$ cat src/qass_pkg.sv
`timescale 1ns / 1ps
// Shared types and constants for the quote-aware substring search.
// Used by qass_regs, qass_cell and quote_aware_substring_search.
package qass_pkg;

	localparam int unsigned LEN_W   = 4;
	localparam int unsigned PAT_W   = 64;
	localparam int unsigned OFS_W   = 16;
	localparam int unsigned MATCH_W = 16;
	localparam int unsigned ADDR_W  = 6;
	localparam int unsigned DATA_W  = 64;
	localparam int unsigned IDX_W   = 3;

	localparam logic [7:0] QUOTE_SINGLE = 8'h27;
	localparam logic [7:0] QUOTE_DOUBLE = 8'h22;

	localparam logic [IDX_W-1:0] REG_PATTERN_BYTES  = 3'd0;
	localparam logic [IDX_W-1:0] REG_PATTERN_LENGTH = 3'd1;
	localparam logic [IDX_W-1:0] REG_START_OFFSET   = 3'd2;
	localparam logic [IDX_W-1:0] REG_SEARCH_LIMIT   = 3'd3;
	localparam logic [IDX_W-1:0] REG_QUOTE_AWARE    = 3'd4;

	typedef struct packed {
		logic [PAT_W-1:0] pattern_bytes;
		logic [LEN_W-1:0] pattern_length;
		logic [OFS_W-1:0] start_offset;
		logic [OFS_W-1:0] search_limit;
		logic             quote_aware;
	} qass_cfg_t;

	// Broadcast to every compare cell in the chain
	typedef struct packed {
		logic             advance;
		logic             clear;
		logic             active;
		logic [LEN_W-1:0] len;
		logic [7:0]       text;
	} qass_cell_ctl_t;

endpackage

$ cat src/qass_regs.sv
`timescale 1ns / 1ps
// APB-style configuration registers of the substring search.
// Depends on qass_pkg for the register map and the config struct.
module qass_regs (
	input  logic                          clk,
	input  logic                          arst_n,
	input  logic                          psel,
	input  logic                          penable,
	input  logic                          pwrite,
	input  logic [qass_pkg::ADDR_W-1:0]   paddr,
	input  logic [qass_pkg::DATA_W-1:0]   pwdata,
	output logic [qass_pkg::DATA_W-1:0]   prdata,
	output logic                          pready,
	output qass_pkg::qass_cfg_t           cfg
);

	qass_pkg::qass_cfg_t          cfg_q;
	logic [qass_pkg::IDX_W-1:0]   idx;
	logic                         wr;

	assign pready = 1'b1;
	assign idx    = paddr[qass_pkg::ADDR_W-1:3];
	assign wr     = psel && penable && pwrite;
	assign cfg    = cfg_q;

	always_ff @(posedge clk or negedge arst_n) begin
		if (!arst_n) begin
			cfg_q.pattern_bytes  <= '0;
			cfg_q.pattern_length <= '0;
			cfg_q.start_offset   <= '0;
			cfg_q.search_limit   <= '1;
			cfg_q.quote_aware    <= 1'b0;
		end else if (wr) begin
			unique case (idx)
				qass_pkg::REG_PATTERN_BYTES:  cfg_q.pattern_bytes  <= pwdata;
				qass_pkg::REG_PATTERN_LENGTH: cfg_q.pattern_length <= pwdata[qass_pkg::LEN_W-1:0];
				qass_pkg::REG_START_OFFSET:   cfg_q.start_offset   <= pwdata[qass_pkg::OFS_W-1:0];
				qass_pkg::REG_SEARCH_LIMIT:   cfg_q.search_limit   <= pwdata[qass_pkg::OFS_W-1:0];
				qass_pkg::REG_QUOTE_AWARE:    cfg_q.quote_aware    <= pwdata[0];
				default: begin
				end
			endcase
		end
	end

	always_comb begin
		unique case (idx)
			qass_pkg::REG_PATTERN_BYTES:  prdata = cfg_q.pattern_bytes;
			qass_pkg::REG_PATTERN_LENGTH: prdata = qass_pkg::DATA_W'(cfg_q.pattern_length);
			qass_pkg::REG_START_OFFSET:   prdata = qass_pkg::DATA_W'(cfg_q.start_offset);
			qass_pkg::REG_SEARCH_LIMIT:   prdata = qass_pkg::DATA_W'(cfg_q.search_limit);
			qass_pkg::REG_QUOTE_AWARE:    prdata = qass_pkg::DATA_W'(cfg_q.quote_aware);
			default:                      prdata = '0;
		endcase
	end

endmodule

$ cat src/qass_cell.sv
`timescale 1ns / 1ps
// One compare cell: holds one partial-match bit for pattern byte IDX.
// Depends on qass_pkg for the control struct; chained by the top level.
module qass_cell #(
	parameter int unsigned IDX = 0
) (
	input  logic                    clk,
	input  logic                    arst_n,
	input  qass_pkg::qass_cell_ctl_t ctl,
	input  logic [7:0]              pat_byte,
	input  logic                    chain_in,
	output logic                    chain_out,
	output logic                    hit
);

	logic partial_q;
	logic in_use;
	logic nxt;

	assign in_use    = (qass_pkg::LEN_W+1)'(ctl.len) > (qass_pkg::LEN_W+1)'(IDX);
	assign nxt       = ctl.active && in_use && (pat_byte == ctl.text) && chain_in;
	// Last used cell completes the match
	assign hit       = nxt && (ctl.len == qass_pkg::LEN_W'(IDX + 1));
	assign chain_out = partial_q;

	always_ff @(posedge clk or negedge arst_n) begin
		if (!arst_n) begin
			partial_q <= 1'b0;
		end else if (ctl.clear) begin
			partial_q <= 1'b0;
		end else if (ctl.advance) begin
			partial_q <= nxt;
		end
	end

endmodule

$ cat src/quote_aware_substring_search.sv
`timescale 1ns / 1ps
// Quote-aware fixed-pattern substring search, one text byte per request.
// A result appears on out_valid in the cycle after the request that causes it.
// Throughput: one byte per cycle while the input is not stalled; all compare cells update in the same cycle.
// Input stalls only while a result is held and the output is stalled.
// Reset clears text state and out_valid; registers return to zero, search_limit to all ones.
module quote_aware_substring_search #(
	parameter int unsigned MAX_PATTERN   = 8,
	parameter int unsigned POSITION_BITS = 16
) (
	input  logic                          clk,
	input  logic                          arst_n,
	input  logic                          psel,
	input  logic                          penable,
	input  logic                          pwrite,
	input  logic [qass_pkg::ADDR_W-1:0]   paddr,
	input  logic [qass_pkg::DATA_W-1:0]   pwdata,
	output logic [qass_pkg::DATA_W-1:0]   prdata,
	output logic                          pready,
	input  logic                          in_valid,
	output logic                          in_stall,
	input  logic [7:0]                    text_byte,
	input  logic                          end_of_text,
	output logic                          out_valid,
	input  logic                          out_stall,
	output logic                          found,
	output logic [qass_pkg::MATCH_W-1:0]  match_position
);

	localparam int unsigned EXT_W = 32;
	localparam logic [POSITION_BITS-1:0] POS_MAX = {POSITION_BITS{1'b1}};

	qass_pkg::qass_cfg_t      cfg;
	qass_pkg::qass_cell_ctl_t ctl;

	logic [POSITION_BITS-1:0] pos_q;
	logic                     sq_q;
	logic                     dq_q;
	logic                     answer_given_q;
	logic                     text_ended_q;
	logic                     out_valid_q;
	logic                     found_q;
	logic [qass_pkg::MATCH_W-1:0] match_position_q;

	logic                     acc;
	logic                     live;
	logic                     zero_byte;
	logic                     advance;
	logic                     tog_s;
	logic                     tog_d;
	logic                     may_start;
	logic                     len_ok;
	logic                     hit;
	logic                     ended_now;
	logic                     emit;
	logic [POSITION_BITS-1:0] start_pos;
	logic [EXT_W-1:0]         start_ext;
	logic [MAX_PATTERN:0]     chain;
	logic [MAX_PATTERN-1:0]   hits;

	qass_regs u_regs (
		.clk     (clk),
		.arst_n  (arst_n),
		.psel    (psel),
		.penable (penable),
		.pwrite  (pwrite),
		.paddr   (paddr),
		.pwdata  (pwdata),
		.prdata  (prdata),
		.pready  (pready),
		.cfg     (cfg)
	);

	assign in_stall  = out_valid_q && out_stall;
	assign acc       = in_valid && !in_stall;
	assign live      = !text_ended_q && !answer_given_q;
	assign zero_byte = (text_byte == 8'd0);
	assign advance   = acc && live && !zero_byte;

	assign tog_s = (text_byte == qass_pkg::QUOTE_SINGLE) && !dq_q;
	assign tog_d = (text_byte == qass_pkg::QUOTE_DOUBLE) && !sq_q;

	assign may_start = (!cfg.quote_aware || (!sq_q && !dq_q && !tog_s && !tog_d))
		&& (EXT_W'(pos_q) >= EXT_W'(cfg.start_offset))
		&& (EXT_W'(pos_q) <  EXT_W'(cfg.search_limit));

	assign len_ok = (cfg.pattern_length != '0)
		&& (EXT_W'(cfg.pattern_length) <= EXT_W'(MAX_PATTERN));

	assign ctl.advance = advance;
	assign ctl.clear   = acc && end_of_text;
	assign ctl.active  = len_ok && (pos_q != POS_MAX);
	assign ctl.len     = cfg.pattern_length;
	assign ctl.text    = text_byte;

	assign chain[0] = may_start;

	for (genvar k = 0; k < MAX_PATTERN; k++) begin : g_cell
		qass_cell #(.IDX(k)) u_cell (
			.clk       (clk),
			.arst_n    (arst_n),
			.ctl       (ctl),
			.pat_byte  (cfg.pattern_bytes[8*k +: 8]),
			.chain_in  (chain[k]),
			.chain_out (chain[k+1]),
			.hit       (hits[k])
		);
	end

	assign hit       = advance && (|hits);
	assign start_pos = pos_q - POSITION_BITS'(cfg.pattern_length - qass_pkg::LEN_W'(1));
	assign start_ext = EXT_W'(start_pos);
	assign ended_now = text_ended_q || (live && zero_byte);
	assign emit      = acc && !answer_given_q && (hit || ended_now || end_of_text);

	// Per-text state
	always_ff @(posedge clk or negedge arst_n) begin
		if (!arst_n) begin
			pos_q          <= '0;
			sq_q           <= 1'b0;
			dq_q           <= 1'b0;
			answer_given_q <= 1'b0;
			text_ended_q   <= 1'b0;
		end else if (acc) begin
			if (end_of_text) begin
				pos_q          <= '0;
				sq_q           <= 1'b0;
				dq_q           <= 1'b0;
				answer_given_q <= 1'b0;
				text_ended_q   <= 1'b0;
			end else begin
				if (advance) begin
					if (tog_s) begin
						sq_q <= !sq_q;
					end else if (tog_d) begin
						dq_q <= !dq_q;
					end
					if (pos_q != POS_MAX) begin
						pos_q <= pos_q + POSITION_BITS'(1);
					end
				end
				text_ended_q   <= ended_now;
				answer_given_q <= answer_given_q || emit;
			end
		end
	end

	// Output register: hold while stalled, drop once taken
	always_ff @(posedge clk or negedge arst_n) begin
		if (!arst_n) begin
			out_valid_q <= 1'b0;
		end else if (emit) begin
			out_valid_q <= 1'b1;
		end else if (!out_stall) begin
			out_valid_q <= 1'b0;
		end
	end

	always_ff @(posedge clk) begin
		if (emit) begin
			found_q          <= hit;
			match_position_q <= hit ? start_ext[qass_pkg::MATCH_W-1:0] : '0;
		end
	end

	assign out_valid      = out_valid_q;
	assign found          = found_q;
	assign match_position = match_position_q;

	a_one_answer: assert property (@(posedge clk) disable iff (!arst_n)
		(acc && answer_given_q) |-> !emit)
		else $error("result after answer already given");

	a_answer_kept: assert property (@(posedge clk) disable iff (!arst_n)
		(emit && !end_of_text) |=> answer_given_q)
		else $error("answer flag not set after result");

	a_start_window: assert property (@(posedge clk) disable iff (!arst_n)
		hit |-> (EXT_W'(start_pos) >= EXT_W'(cfg.start_offset)
			&& EXT_W'(start_pos) < EXT_W'(cfg.search_limit)))
		else $error("match start outside allowed window");

	a_pos_monotonic: assert property (@(posedge clk) disable iff (!arst_n)
		(acc && !end_of_text) |=> (pos_q >= $past(pos_q)))
		else $error("text position moved backward within a text");

endmodule

$ cat config.mk
export PLATFORM = sky130hd
export DESIGN_NAME = quote_aware_substring_search
export DESIGN_NICKNAME = d
export VERILOG_FILES = /design/src/qass_pkg.sv /design/src/qass_regs.sv /design/src/qass_cell.sv /design/src/quote_aware_substring_search.sv
export SDC_FILE = /design/constraint.sdc
export NUM_CORES = 1
export LEC_CHECK = 0
export ABC_AREA = 1
export BUFFER_PORTS_ARGS = -buffer_cell sky130_fd_sc_hd__buf_2
export CORE_AREA = 2 2 196 102
export CTS_CLUSTER_SIZE = 30
export DETAILED_ROUTE_END_ITERATION = 10
export DIE_AREA = 0 0 198 104
export PLACE_DENSITY = 0.71
export SETUP_SLACK_MARGIN = 0.02
export SLEW_MARGIN = 20
export SYNTH_ARGS = -nofsm -noshare
export SYNTH_HDL_FRONTEND = slang
export SYNTH_SLANG_ARGS = --single-unit
export TNS_END_PERCENT = 5
$ cat constraint.sdc
create_clock -name clk -period 3.4 [get_ports clk]
set_clock_uncertainty 0.05 [all_clocks]
set_input_delay 0.68 -clock clk [delete_from_list [all_inputs] [get_ports clk]]
set_output_delay 0.68 -clock clk [all_outputs]
set_load 0.03 [all_outputs]
After elaboration in Yosys (flattened, before gate mapping)
Index checks and enable logic that the tools add are counted.
Word-level totals
  flip-flop bits (word level): 146
  output and inout bits: 84
Cells by class
  $add $sub $neg: 3
  order comparisons: 11
  eq/ne operators: 25
  mux-type cells: 29
  reductions and logical operators: 84
Operators by type and width (number)
  $pmux 64 s5: 1
  $eq 8x8->1: 8
  $logic_and 1x1->1: 53
  $mux 16: 3
  $mux 1: 25
  $add 16x1->16 const B: 1
  $eq 4x3->1 const B: 4
  $eq 8x6->1 const B: 2
  $ge 16x16->1: 1
  $gt 4x3->1 const B: 4
  $lt 16x16->1: 1
  $ne 16x16->1 const B: 1
  $sub 16x16->16: 1
  $reduce_and 2->1: 5
  $reduce_bool 2->1: 5
  $logic_not 1->1: 9
  $eq 4x2->1 const B: 2
  $gt 4x1->1 const B: 2
  $gt 4x2->1 const B: 2
  $logic_not 8->1: 1
  $reduce_or 8->1: 1
  $eq 3x2->1 const B: 2
  $reduce_and 3->1: 2
  $logic_or 1x1->1: 5
  11 further kinds: 11

Longest topological paths before layout
Gate-level depths: netlist of the first run.
  depth in word-level cells: 17
  gate-level depth with buffers: 16
  gate-level depth less buffers: 16

Modules after synthesis
A second synthesis of the first run with hierarchy kept.
Unflattened totals
  cells, all modules: 1652
  area total of the unflattened synthesis: 10832.9 µm²
By module, submodules not included
  qass_regs: instances 1, cells an instance 582, area each 4717.0 µm², seq. area each 2547.4 µm²
  quote_aware_substring_search: instances 1, cells an instance 585, area each 3826.2 µm², seq. area each 1036.0 µm²
  qass_cell at g_cell[4].u_cell: instances 1, cells an instance 74, area each 337.8 µm², seq. area each 25.0 µm²
  qass_cell at g_cell[1].u_cell: instances 1, cells an instance 71, area each 319.1 µm², seq. area each 25.0 µm²
  qass_cell at g_cell[5].u_cell: instances 1, cells an instance 69, area each 316.6 µm², seq. area each 25.0 µm²
  qass_cell at g_cell[6].u_cell: instances 1, cells an instance 70, area each 309.0 µm², seq. area each 25.0 µm²
  qass_cell at g_cell[0].u_cell: instances 1, cells an instance 62, area each 295.3 µm², seq. area each 25.0 µm²
  qass_cell at g_cell[2].u_cell: instances 1, cells an instance 55, area each 257.7 µm², seq. area each 25.0 µm²
  qass_cell at g_cell[7].u_cell: instances 1, cells an instance 43, area each 237.7 µm², seq. area each 25.0 µm²
  qass_cell at g_cell[3].u_cell: instances 1, cells an instance 41, area each 216.5 µm², seq. area each 25.0 µm²

Worst setup path after synthesis of the first run
OpenSTA, ideal clock, no wires.
  path type: input to output
  start point: in paddr[5] (netlist name)
  end point: out prdata[14] (netlist name)
  arrival time: 2.034 ns
  data required time: 2.670 ns
  setup slack: 0.636 ns
  stages: 6
  path buffers: 3
  cell sequence: clkbuf_1 -> inv_1 -> nand2_1 -> clkbuf_1 -> clkbuf_1 -> o21ai_0
On the way
  cells in the longest elaborated chain, start to end: 2
  elaborated cells on any way between the ends: 6
  those cells by class: eq/ne: 4; mux: 1; reduce/logical: 1
RTL lines
  from (decl): RTL line quote_aware_substring_search.sv:16  | input logic [qass_pkg::ADDR_W-1:0] paddr,
  $eq 3x3->1, or another cell as far along: RTL line qass_regs.sv:47  | unique case (idx)
  $pmux 64 s5 *: RTL line qass_regs.sv:47
  to (decl): RTL line quote_aware_substring_search.sv:18  | output logic [qass_pkg::DATA_W-1:0] prdata,
Every way passes the cells marked *; elsewhere a longest branch is shown, timed or not.

Worst setup path after layout of the first run
  start point: reg u_regs.cfg_q, in the netlist u_regs.cfg[34]
  end point: reg match_position_q, in the netlist match_position[12] (data pin)
On the way
  cells in the longest elaborated chain, start to end: 9
  elaborated cells on any way between the ends: 56
  those cells by class: add/sub: 2; order compare: 9; eq/ne: 8; reduce/logical: 37
RTL lines
  from (decl): RTL line qass_regs.sv:17  | qass_pkg::qass_cfg_t cfg_q;
  parallel branches: the longest is 9 deep, another holds $sub 16x16->16
  to (signal assigned): RTL line quote_aware_substring_search.sv:162  | match_position_q <= hit ? start_ext[qass_pkg::MATCH_W-1:0] : '0;
  to (decl): RTL line quote_aware_substring_search.sv:43  | logic [qass_pkg::MATCH_W-1:0] match_position_q;
Several ways; the timed one is not identified.
A chain may end at the register's enable or synchronous reset.

==> impl_results.md, run 1 <==
- Peak VDD IR: 351 uV
- PortBufs: 165
- Clock root buffer: clkbuf_16
- Hold Crit Class: primary input to async pin
- Register area share after synthesis: 41.2%
- Setup tns final: 0 ns
- H-tree depth: 4
- Element type at the critical path end: flip-flop
- ANT nets after route: 0
- Tcrit/Tclk final: 89.0%
- Initial antenna violation count: 0
- Vias in the first global route: 7902
- Crit Path Max Fanout: 7
- Crit path arrival time: 3.16 ns
- Width of the die: 198 um
- Total track usage: 27.5%
- Final setup fails: 0
- Run status: completed
- Reg2reg setup slack: 0.37 ns
- Post-synth net total: 1349
- Longest Clk Path Bufs: 2
- Post-synth top area share: 31.0%
- Post-synth top flop: dfrtp_1
- Diodes inserted: 0
- Synth Register Bits: 146
- Clock slew at reported path FFs: 0.06 ns
- Slew Viols, Final: 0
- RSZ-0062 raised after global routing: false
- First-pass GRT wire length: 43200 um
- GPL Wtd Cong: 0.981
- Largest net degree at the start of global routing: 129
- DR vias: 8819
- Fmax: 331 MHz
- Area after DPL: 10300 um^2
- Top-level I/O count: 170
- Yosys cell types: 55
- Core area: 19000 um^2
- CP max-delay cell: dfrtp_1
- Layout area overhead: 19.3%
- Die area: 20600 um^2
- Crit path required time: 3.54 ns
- Effective utilization at floorplan: 48.1%
- Mapped Area: 9130 um^2
- Fin. Hold Viols: 0
- Area contributors post-synth: dfrtp_1 (31%), nand2_1 (12%), o21ai_0 (8.6%), inv_1 (7.0%), ha_1 (6.9%)
- CTS tree: done
- GRT Residual Overflow: 0
- DRC viols: 0
- Final #Nets: 1513
- Number of synthesized flops with an enable pin: 17
- Leakage: 5.51 nW
- Worst Setup Path Type: flip-flop to flip-flop
- CTS buffer count: 17
- Row count: 36
- Die H: 104 um
- Least-Margin Pin Slew: 1.04 ns
- Max-cap violations: 0
- Tmin final: 3.03 ns
- Synthesized area per cell: 7.53 um^2
- Synth Instances: 1212
- Clk_lat worst skew: 0.43 ns
- Layout cells sized above 1: 20.1%
- WL final: 27800 um
- DRT iter0 DRCs: 663
- Average wire per standard cell: 16.8 um
- DR pass1 iterations: 5
- CP Cell Sequence: inv_2 > ha_2 > nand2_1 > inv_1 > nor2_1 > ha_1 > nand3_1 > nand2_1 > inv_1 > o21a_1 > o21ai_1 > a21boi_0 > o21ai_0 > xor2_1 > nor2_2
- Vias/cell: 5.33
- CP peak stage delay: 0.43 ns
- Clock sink count: 146
- Async S/R FF share, synth: 88.4%
- Setup crit start kind: flip-flop
- Slew HR: 30.4%
- Post-DP HPWL: 21400 um
- Pwr Density: 539 nW/um^2
- Dominant cell type by area after synthesis: dfrtp_1
- Synth Warn #: 0
- Final instance area: 10900 um^2
cell usage after synthesis, drive strengths merged, types with 10 or more instances:
master  count
a21oi      49
a22oi      12
buf        17
clkbuf     25
dfrtp     113
dfstp      16
edfxtp     17
ha         50
inv       176
nand2     288
nand3      43
nand4      10
nor2      144
nor3       18
o21ai     162
xnor2      12
xor2       14
metrics by stage:
stage               cells  hold slack, ns  worst slack [ns]  power, mW  utilization (%)
global route         1655           0.192            0.0974       6.20             57.4
finish               1655           0.163             0.374       5.86             57.4
CTS                  1655           0.165             0.287       5.86             57.4
detailed placement   1623           0.442             0.293       3.95             54.3
global placement     1623           0.436             0.376       3.91             54.3
floorplan            1212           0.334             0.636       3.41                -
routing by layer:
metal	track usage, %	up-vias	part of all wire, %
li1	-	4252	-
met1	43.4	4085	48
met2	34.5	458	37
met3	10.2	24	13
met4	5.80	0	0.91
met5	0	-	0
sequential cells by signal, summed over array words and instances (netlist names), 7 cells and up:
| name | cells |
|---|---|
| u_regs.cfg | 101 |
| match_position | 16 |
| pos_q | 16 |
| g_cell.u_cell.chain_out | 7 |
area by class of cell:
class	instances	area, um^2
Fill cell	1739	8080
Multi-Input combinational cell	848	4520
Sequential cell	146	3760
Timing Repair Buffer	187	1030
Inverter	176	666
Clock buffer	20	437
Tap cell	266	333
Clock inverter	12	141
logic make-up (layout without fill, tap and decap cells):
group	after synthesis	in the layout	share of synthesized area [%]
xor+xnor	26	26	2.50
flops	146	146	41.2
other cells	1	1	0.0411
fa+ha+maj	51	51	7.08
buf+inv	218	395	9.42
compound gates	250	250	15.0
simple gates	520	520	24.8
final timing paths:
kind / from / end / cells past startpoint
setup reg to reg: u_regs.cfg[34]$_DFFE_PN0P_ / match_position[12]$_SDFFCE_PN0P_ / 15
max in group asynchronous: arst_n / u_regs.cfg[56]$_DFFE_PN0P_ / 2
min in group clk: pwdata[41] / u_regs.cfg[78]$_DFFE_PN0P_ / 3
hold / removal: arst_n / u_regs.cfg[95]$_DFFE_PN0P_ / 1
hold reg to reg: u_regs.cfg[16]$_DFFE_PN1P_ / u_regs.cfg[16]$_DFFE_PN1P_ / 2
setup / recovery: u_regs.cfg[34]$_DFFE_PN0P_ / match_position[12]$_SDFFCE_PN0P_ / 15
cell usage in the layout, fill, tap and decap left out, types with 4 or more instances in the layout:
cell / netlist / routed
dfrtp_1: 113 / 113
buf_4: 4 / 20
nor4_1: 4 / 4
nand3b_1: 5 / 5
inv_1: 170 / 169
a22oi_1: 12 / 12
nor3_2: 6 / 6
a31oi_1: 5 / 5
nand2_4: 4 / 4
xnor2_1: 12 / 12
a21oi_1: 47 / 47
nand2_2: 4 / 5
inv_2: 4 / 5
nand2_1: 280 / 279
o21ai_1: 5 / 5
nor2_1: 128 / 127
nor2_4: 4 / 5
edfxtp_1: 17 / 17
nor3_1: 12 / 12
nor2_2: 12 / 12
o22ai_1: 4 / 4
nand3_1: 40 / 40
nand4_1: 10 / 10
o21ai_0: 156 / 156
dfstp_2: 16 / 16
clkbuf_16: 0 / 17
buf_2: 5 / 164
ha_1: 50 / 49
xor2_1: 14 / 14
timing repair:
| item | 4_1_cts | 5_1_grt |
|---|---|---|
| setup endpoints to repair | 0 | 2 |
| hold buffers | 0 | 0 |
| resized for setup | 0 | 2 |
| hold endpoints to repair | 0 | 0 |
| setup buffers | 0 | 0 |
worst max-delay path: cells and delay by family (launching register included):
family                     cells  cell delay (ns)
xor gates and xnor gates       1             0.19
AOI/OAI and AO/OA              4             0.83
adders and majority gates      2             0.61
and+or+nand+nor                5             0.39
buffers and inverters          3             0.28
DFF                            1             0.43
report_power, final:
group          leakage, nW  internal, mW  switching [mW]
clock                0.280          1.14           0.751
sequential            1.71          2.08           0.221
combinational         3.52         0.551            1.12
Power figures use the tool's default switching activity.
==> run 2: changes to the inputs <==
--- a/config.mk
+++ b/config.mk
@@ -7,11 +7,12 @@
 export LEC_CHECK = 0
 export ABC_AREA = 1
 export BUFFER_PORTS_ARGS = -buffer_cell sky130_fd_sc_hd__buf_2
-export CORE_AREA = 2 2 196 102
+export CORE_AREA = 2 2 195 101
 export CTS_CLUSTER_SIZE = 30
 export DETAILED_ROUTE_END_ITERATION = 10
-export DIE_AREA = 0 0 198 104
-export PLACE_DENSITY = 0.71
+export DIE_AREA = 0 0 197 103
+export MAX_ROUTING_LAYER = met4
+export PLACE_DENSITY = 0.72
 export SETUP_SLACK_MARGIN = 0.02
 export SLEW_MARGIN = 20
 export SYNTH_ARGS = -nofsm -noshare
==> run 2 against run 1 <==
Non-clock buffer count is 6 higher. Count of clock-buffer cells in the layout is 1 lower. Power is 2.6% higher. Sequential cell count stayed put. Critical endpoint is now match_position[13]$_SDFFCE_PN0P_. Wire length hardly changed.
==> impl_results.md, run 2 (synthesis gave the netlist of run 1 again) <==
- Crit Path Max Fanout: 8
- Comb pwr share: 27.9%
- Overall power: 6.02 mW
- Post-CTS sizing: 0
- Number of fill cells: 1734
- Longest Clk Path Bufs: 2
- Commonest non-fill, non-tap cell in the layout: nand2_1
- Top-level I/O count: 170
- Slew Viols, Final: 0
- Effective utilization at floorplan: 48.5%
- Crit path arrival time: 3.17 ns
- GPL Wtd Cong: 0.950
- Hold Crit Class: primary input to async pin
- Post-DP HPWL: 21500 um
- Peak VDD IR: 342 uV
- Clock sink count: 146
- Width of the die: 197 um
- Worst Setup EP: match_position[13]$_SDFFCE_PN0P_
- Clock network power share: 33.9%
- Tcrit/Tclk final: 89.3%
- FF-to-FF path depth: 15
- Setup crit start kind: flip-flop
- Setup Fix Bufs, Post-CTS: 0
- Run status: completed
- Layout cells sized above 1: 20.9%
- DR vias: 8811
- Layout area overhead: 20.3%
- Pwr Density: 548 nW/um^2
- ANT nets after route: 0
- Clock slew at reported path FFs: 0.06 ns
- Final #Nets: 1519
- Largest register FFs: 101
- H-tree depth: 4
- Final instance area: 11000 um^2
- Diodes inserted: 0
- Area of the multi-input gates: 4520 um^2
- Clk_lat worst skew: 0.43 ns
- Sequential share of power: 38.2%
- Worst Setup Path Type: flip-flop to flip-flop
- Row count: 36
- Least-Margin Pin Slew: 1.08 ns
- Switching Fraction: 35.2%
- Quantity of hold-fixing buffers added after cts: 0
- Leakage: 5.59 nW
- DRC viols: 0
- Post-Layout Cell Count: 1642
- Reg2reg setup slack: 0.36 ns
- Fin. Hold Viols: 0
- GRT Residual Overflow: 0
- Slew HR: 27.9%
- Total track usage: 29.2%
- Placed insts: 1610
- Crit path required time: 3.53 ns
- Worst r2r src: u_regs.cfg[33]$_DFFE_PN0P_
- Worst r2r dst: match_position[13]$_SDFFCE_PN0P_
- DRT iter0 DRCs: 890
- Worst setup startpoint: u_regs.cfg[33]$_DFFE_PN0P_
- Element type at the critical path end: flip-flop
- Clock root buffer: clkbuf_16
- Area after DPL: 10300 um^2
- Die H: 103 um
- Setup tns final: 0 ns
- Most frequent cells in the layout: nand2_1 (279), inv_1 (170), buf_2 (164)
- Placement Setup Slack: 0.261 ns
- Min setup slack post-route: 0.362 ns
- Vias in the first global route: 7979
- Psw: 2.12 mW
- Final setup fails: 0
- WL final: 27800 um
- CTS tree: done
- Core area: 18800 um^2
- FF/Latch Area: 3760 um^2
- Int Power: 3.90 mW
- First-pass GRT wire length: 43400 um
- Vias/cell: 5.37
- CTS buffer count: 17
- PortBufs: 165
- Average wire per standard cell: 16.9 um
- Die area: 20300 um^2
- Max-cap violations: 0
- RSZ-0062 raised after global routing: false
- Largest net degree at the start of global routing: 46
- Initial antenna violation count: 0
- Tmin final: 3.04 ns
- Fmax: 329 MHz
- DR pass1 iterations: 6
## run 2: changes by cell type in the layout (fill, tap and decap cells not counted), sizes merged
| cell | change |
|---|---|
| buf | +6 |
| bufinv | +1 |
| clkbuf | -1 |
| clkinvlp | -1 |
| inv | +1 |
## run 2: worst min path at each step
stage                     slack, ns  cells after the start                                      to                                    from
after floorplan                0.33                      0              answer_given_q$_DFFE_PN0P_                                  arst_n
after global placement         0.44                      2              u_regs.cfg[11]$_DFFE_PN1P_              u_regs.cfg[11]$_DFFE_PN1P_
after detailed placement       0.44                      2  g_cell[3].u_cell.chain_out$_DFFE_PN0P_  g_cell[3].u_cell.chain_out$_DFFE_PN0P_
after CTS                      0.20                      1              u_regs.cfg[83]$_DFFE_PN0P_                                  arst_n
after global routing           0.23                      1              u_regs.cfg[89]$_DFFE_PN0P_                                  arst_n
final                          0.20                      1              u_regs.cfg[89]$_DFFE_PN0P_                                  arst_n
## run 2: power by group through the flow
stage	Combinational [mW]	Sequential (mW)	Clock (mW)
detailed placement	1.63	2.32	0
global route	1.89	2.33	2.12
global placement	1.61	2.31	0
finish	1.68	2.30	2.04
CTS	1.65	2.29	2.05
floorplan	1.14	2.27	0
## run 2: worst max-delay path, stage by stage (launching register included)
cell	delay (ns)
dfrtp_2	0.46
inv_1	0.18
ha_2	0.26
nor2_1	0.08
nor2_1	0.21
ha_1	0.32
a21oi_1	0.14
nand2_1	0.10
a21boi_1	0.22
o21ai_1	0.13
a21boi_2	0.21
o21ai_1	0.13
nand3_1	0.11
nand2_1	0.05
nand2_1	0.07
a21oi_2	0.05
## run 2: layout make-up
cell class              instances  share of cell area, %
well taps                     247                   2.81
inverters                     176                   6.06
multi-input cells             848                   41.2
repair buffers                193                   9.91
flip-flops and latches        146                   34.2
clock inverters                13                   1.65
clock buffers                  19                   4.14
## run 2: routing by layer
layer	vias to the layer above	routed length [um]	track usage, %
met3	22	3620	9.42
met1	4098	13600	43.5
met2	426	10300	37.5
li1	4265	-	-
met4	0	269	6.71
met5	-	0	-
## run 2: metrics by stage
| stage | hold WS, ns | util [%] |
|---|---|---|
| floorplan | 0.334 | - |
| global placement | 0.436 | 54.9 |
| detailed placement | 0.442 | 54.9 |
| CTS | 0.204 | 58.3 |
| global route | 0.232 | 58.3 |
| finish | 0.196 | 58.3 |
==> run 3: changes to the inputs <==
--- a/config.mk
+++ b/config.mk
@@ -7,15 +7,16 @@
 export LEC_CHECK = 0
 export ABC_AREA = 1
 export BUFFER_PORTS_ARGS = -buffer_cell sky130_fd_sc_hd__buf_2
-export CORE_AREA = 2 2 195 101
+export CORE_AREA = 2 2 212 110
 export CTS_CLUSTER_SIZE = 30
 export DETAILED_ROUTE_END_ITERATION = 10
-export DIE_AREA = 0 0 197 103
+export DIE_AREA = 0 0 214 112
 export MAX_ROUTING_LAYER = met4
-export PLACE_DENSITY = 0.72
+export PLACE_DENSITY = 0.71
 export SETUP_SLACK_MARGIN = 0.02
 export SLEW_MARGIN = 20
 export SYNTH_ARGS = -nofsm -noshare
 export SYNTH_HDL_FRONTEND = slang
+export SYNTH_HIERARCHICAL = 1
 export SYNTH_SLANG_ARGS = --single-unit
 export TNS_END_PERCENT = 5
==> run 3 against run 2 <==
Power is 6.0% higher. Clock power about the same. Wire length is 15% higher. Count of clock-buffer cells in the layout increased by 5. Critical endpoint is now match_position[5]$_SDFFCE_PN0P_. Setup slack worse by 0.15 ns.
==> impl_results.md, run 3 <==
- Die area: 24000 um^2
- Core area: 22200 um^2
- Initial antenna violation count: 1
- Vias/cell: 5.04
- Leakage: 7.06 nW
- Element type at the critical path end: flip-flop
- Average wire per standard cell: 14.9 um
- Largest register FFs: 101
- WL final: 32100 um
- Effective utilization at floorplan: 48.5%
- WHS: 0.224 ns
- Layout cells sized above 1: 18.0%
- Clock sink count: 146
- DRC viols: 0
- Longest Clk Path Bufs: 2
- Row count: 39
- Slew Viols, Final: 0
- CTS buffer count: 17
- CTS tree: done
- Area after DPL: 12100 um^2
- Fin. Hold Viols: 0
- Total track usage: 28.1%
- Final setup fails: 0
- First-pass GRT wire length: 51300 um
- Least-Margin Pin Slew: 0.746 ns
- Crit path required time: 3.51 ns
- Vias in the first global route: 9714
- DRT iter0 DRCs: 998
- Mapped Area: 10800 um^2
- Final #Nets: 1969
- Quantity of hold-fixing buffers added after cts: 0
- Width of the die: 214 um
- Tcrit/Tclk final: 93.8%
- H-tree depth: 4
- Fmax: 314 MHz
- GRT Residual Overflow: 0
- Pwr Density: 497 nW/um^2
- Run status: completed
- Top-level I/O count: 170
- Post-DP HPWL: 24800 um
- Largest net degree at the start of global routing: 72
- Layout area overhead: 19.3%
- Post-synth net total: 1777
- Synth Warn #: 6
- PortBufs: 165
- Most frequent cells in the layout: nand2_1 (550), inv_1 (280), nor2_1 (188)
- Tmin final: 3.19 ns
- Synthesized area per cell: 6.55 um^2
- ANT nets after route: 0
- Clock slew at reported path FFs: 0.06 ns
- Slew HR: 50.3%
- Commonest non-fill, non-tap cell in the layout: nand2_1
- Final instance area: 12800 um^2
- GPL Wtd Cong: 0.934
- Clock root buffer: clkbuf_16
- Clk_lat worst skew: 0.45 ns
- Die H: 112 um
- Crit path arrival time: 3.30 ns
- Setup crit start kind: flip-flop
- RSZ-0062 raised after global routing: false
- Hold Crit Class: primary input to async pin
- Worst Setup Path Type: flip-flop to flip-flop
- DR pass1 iterations: 9
- Setup tns final: 0 ns
- Synth Instances: 1642
- Peak VDD IR: 234 uV
- Overall power: 6.38 mW
- Crit Path Max Fanout: 8
- DR vias: 10855
- Max-cap violations: 0
==> run 3: cell types whose count changed in the layout (fill, tap and decap cells not counted), moves of 8 or more <==
cell / delta
a21oi_1: -14
a22oi_1: -12
buf_4: +20
inv_1: +110
nand2_1: +271
nand3_1: +27
nand4_1: +13
nor2_1: +61
o21ai_0: -39
o21ai_1: +11
o21bai_1: +8
==> run 3: per-layer routing <==
metal  part of all wire (%)  wire, um  global-route usage (%)  vias up
li1                       -         -                       -     5446
met1                     51     16500                    43.8     4921
met2                     37     11900                    34.8      452
met3                     10      3200                    6.45       36
met4                    1.5       493                    8.62        0
met5                      0         0                       -        -
==> run 3: path summary, 6_finish.rpt <==
kind	start	to	slack, ns	cells past startpoint
max in group asynchronous	arst_n	u_regs/cfg[4]$_DFFE_PN1P_	2.30	2
max	u_regs/cfg[12]$_DFFE_PN1P_	match_position[5]$_SDFFCE_PN0P_	0.21	20
max reg2reg	u_regs/cfg[12]$_DFFE_PN1P_	match_position[5]$_SDFFCE_PN0P_	0.21	20
min	arst_n	u_regs/cfg[98]$_DFFE_PN0P_	0.22	1
min reg2reg	u_regs/cfg[9]$_DFFE_PN1P_	u_regs/cfg[9]$_DFFE_PN1P_	0.43	2
min in group clk	pwdata[26]	u_regs/cfg[63]$_DFFE_PN0P_	0.39	3
==> run 3: power by group <==
group          switching, mW  internal (mW)  total (mW)
Combinational           1.31          0.687        1.99
Sequential             0.251           2.07        2.33
Clock                  0.770           1.29        2.06
Total                   2.33           4.05        6.38
==> run 3: repair_timing <==
| action | in CTS | in global routing |
|---|---|---|
| setup endpoints to repair | 17 | 28 |
| buffers inserted | 1 | 3 |
| resized for setup | 0 | 16 |
| pin swaps | 0 | 5 |
| cloned | 0 | 1 |
==> run 3: final cells by class <==
class                      instances  area (um^2)
tap                              307          384
fill                            2132         9360
clock inverter                     8          121
antenna                            1         2.50
sequential                       146         3760
clock buffer                      24          523
multi-input combinational       1162         5670
timing repair buffer             215         1270
inverter                         292         1100
==> run 3: through the flow <==
stage	setup slack, ns	std cells	utilization (%)
2_1_floorplan	0.105	1642	-
3_3_place_gp	0.0798	2117	54.3
3_5_place_dp	0.0332	2117	54.3
4_1_cts	0.0979	2150	57.3
5_1_grt	0.0309	2155	57.8
6_report	0.212	2155	57.8
==> run 3: worst max-delay path, stage by stage (launching register included) <==
cell        delay (ns)
dfstp_2           0.55
inv_1             0.05
ha_1              0.31
a21oi_2           0.15
o21ai_1           0.09
a21oi_1           0.18
nand2_2           0.12
nor2_4            0.12
nand3_1           0.09
nor3_2            0.16
nand3_1           0.09
nor2_1            0.09
inv_1             0.04
nand2_1           0.06
nor2_1            0.04
nand2_1           0.10
nand3_2           0.09
nand3_1           0.10
nand3_2           0.12
clkinvlp_4        0.13
clkbuf_16         0.16
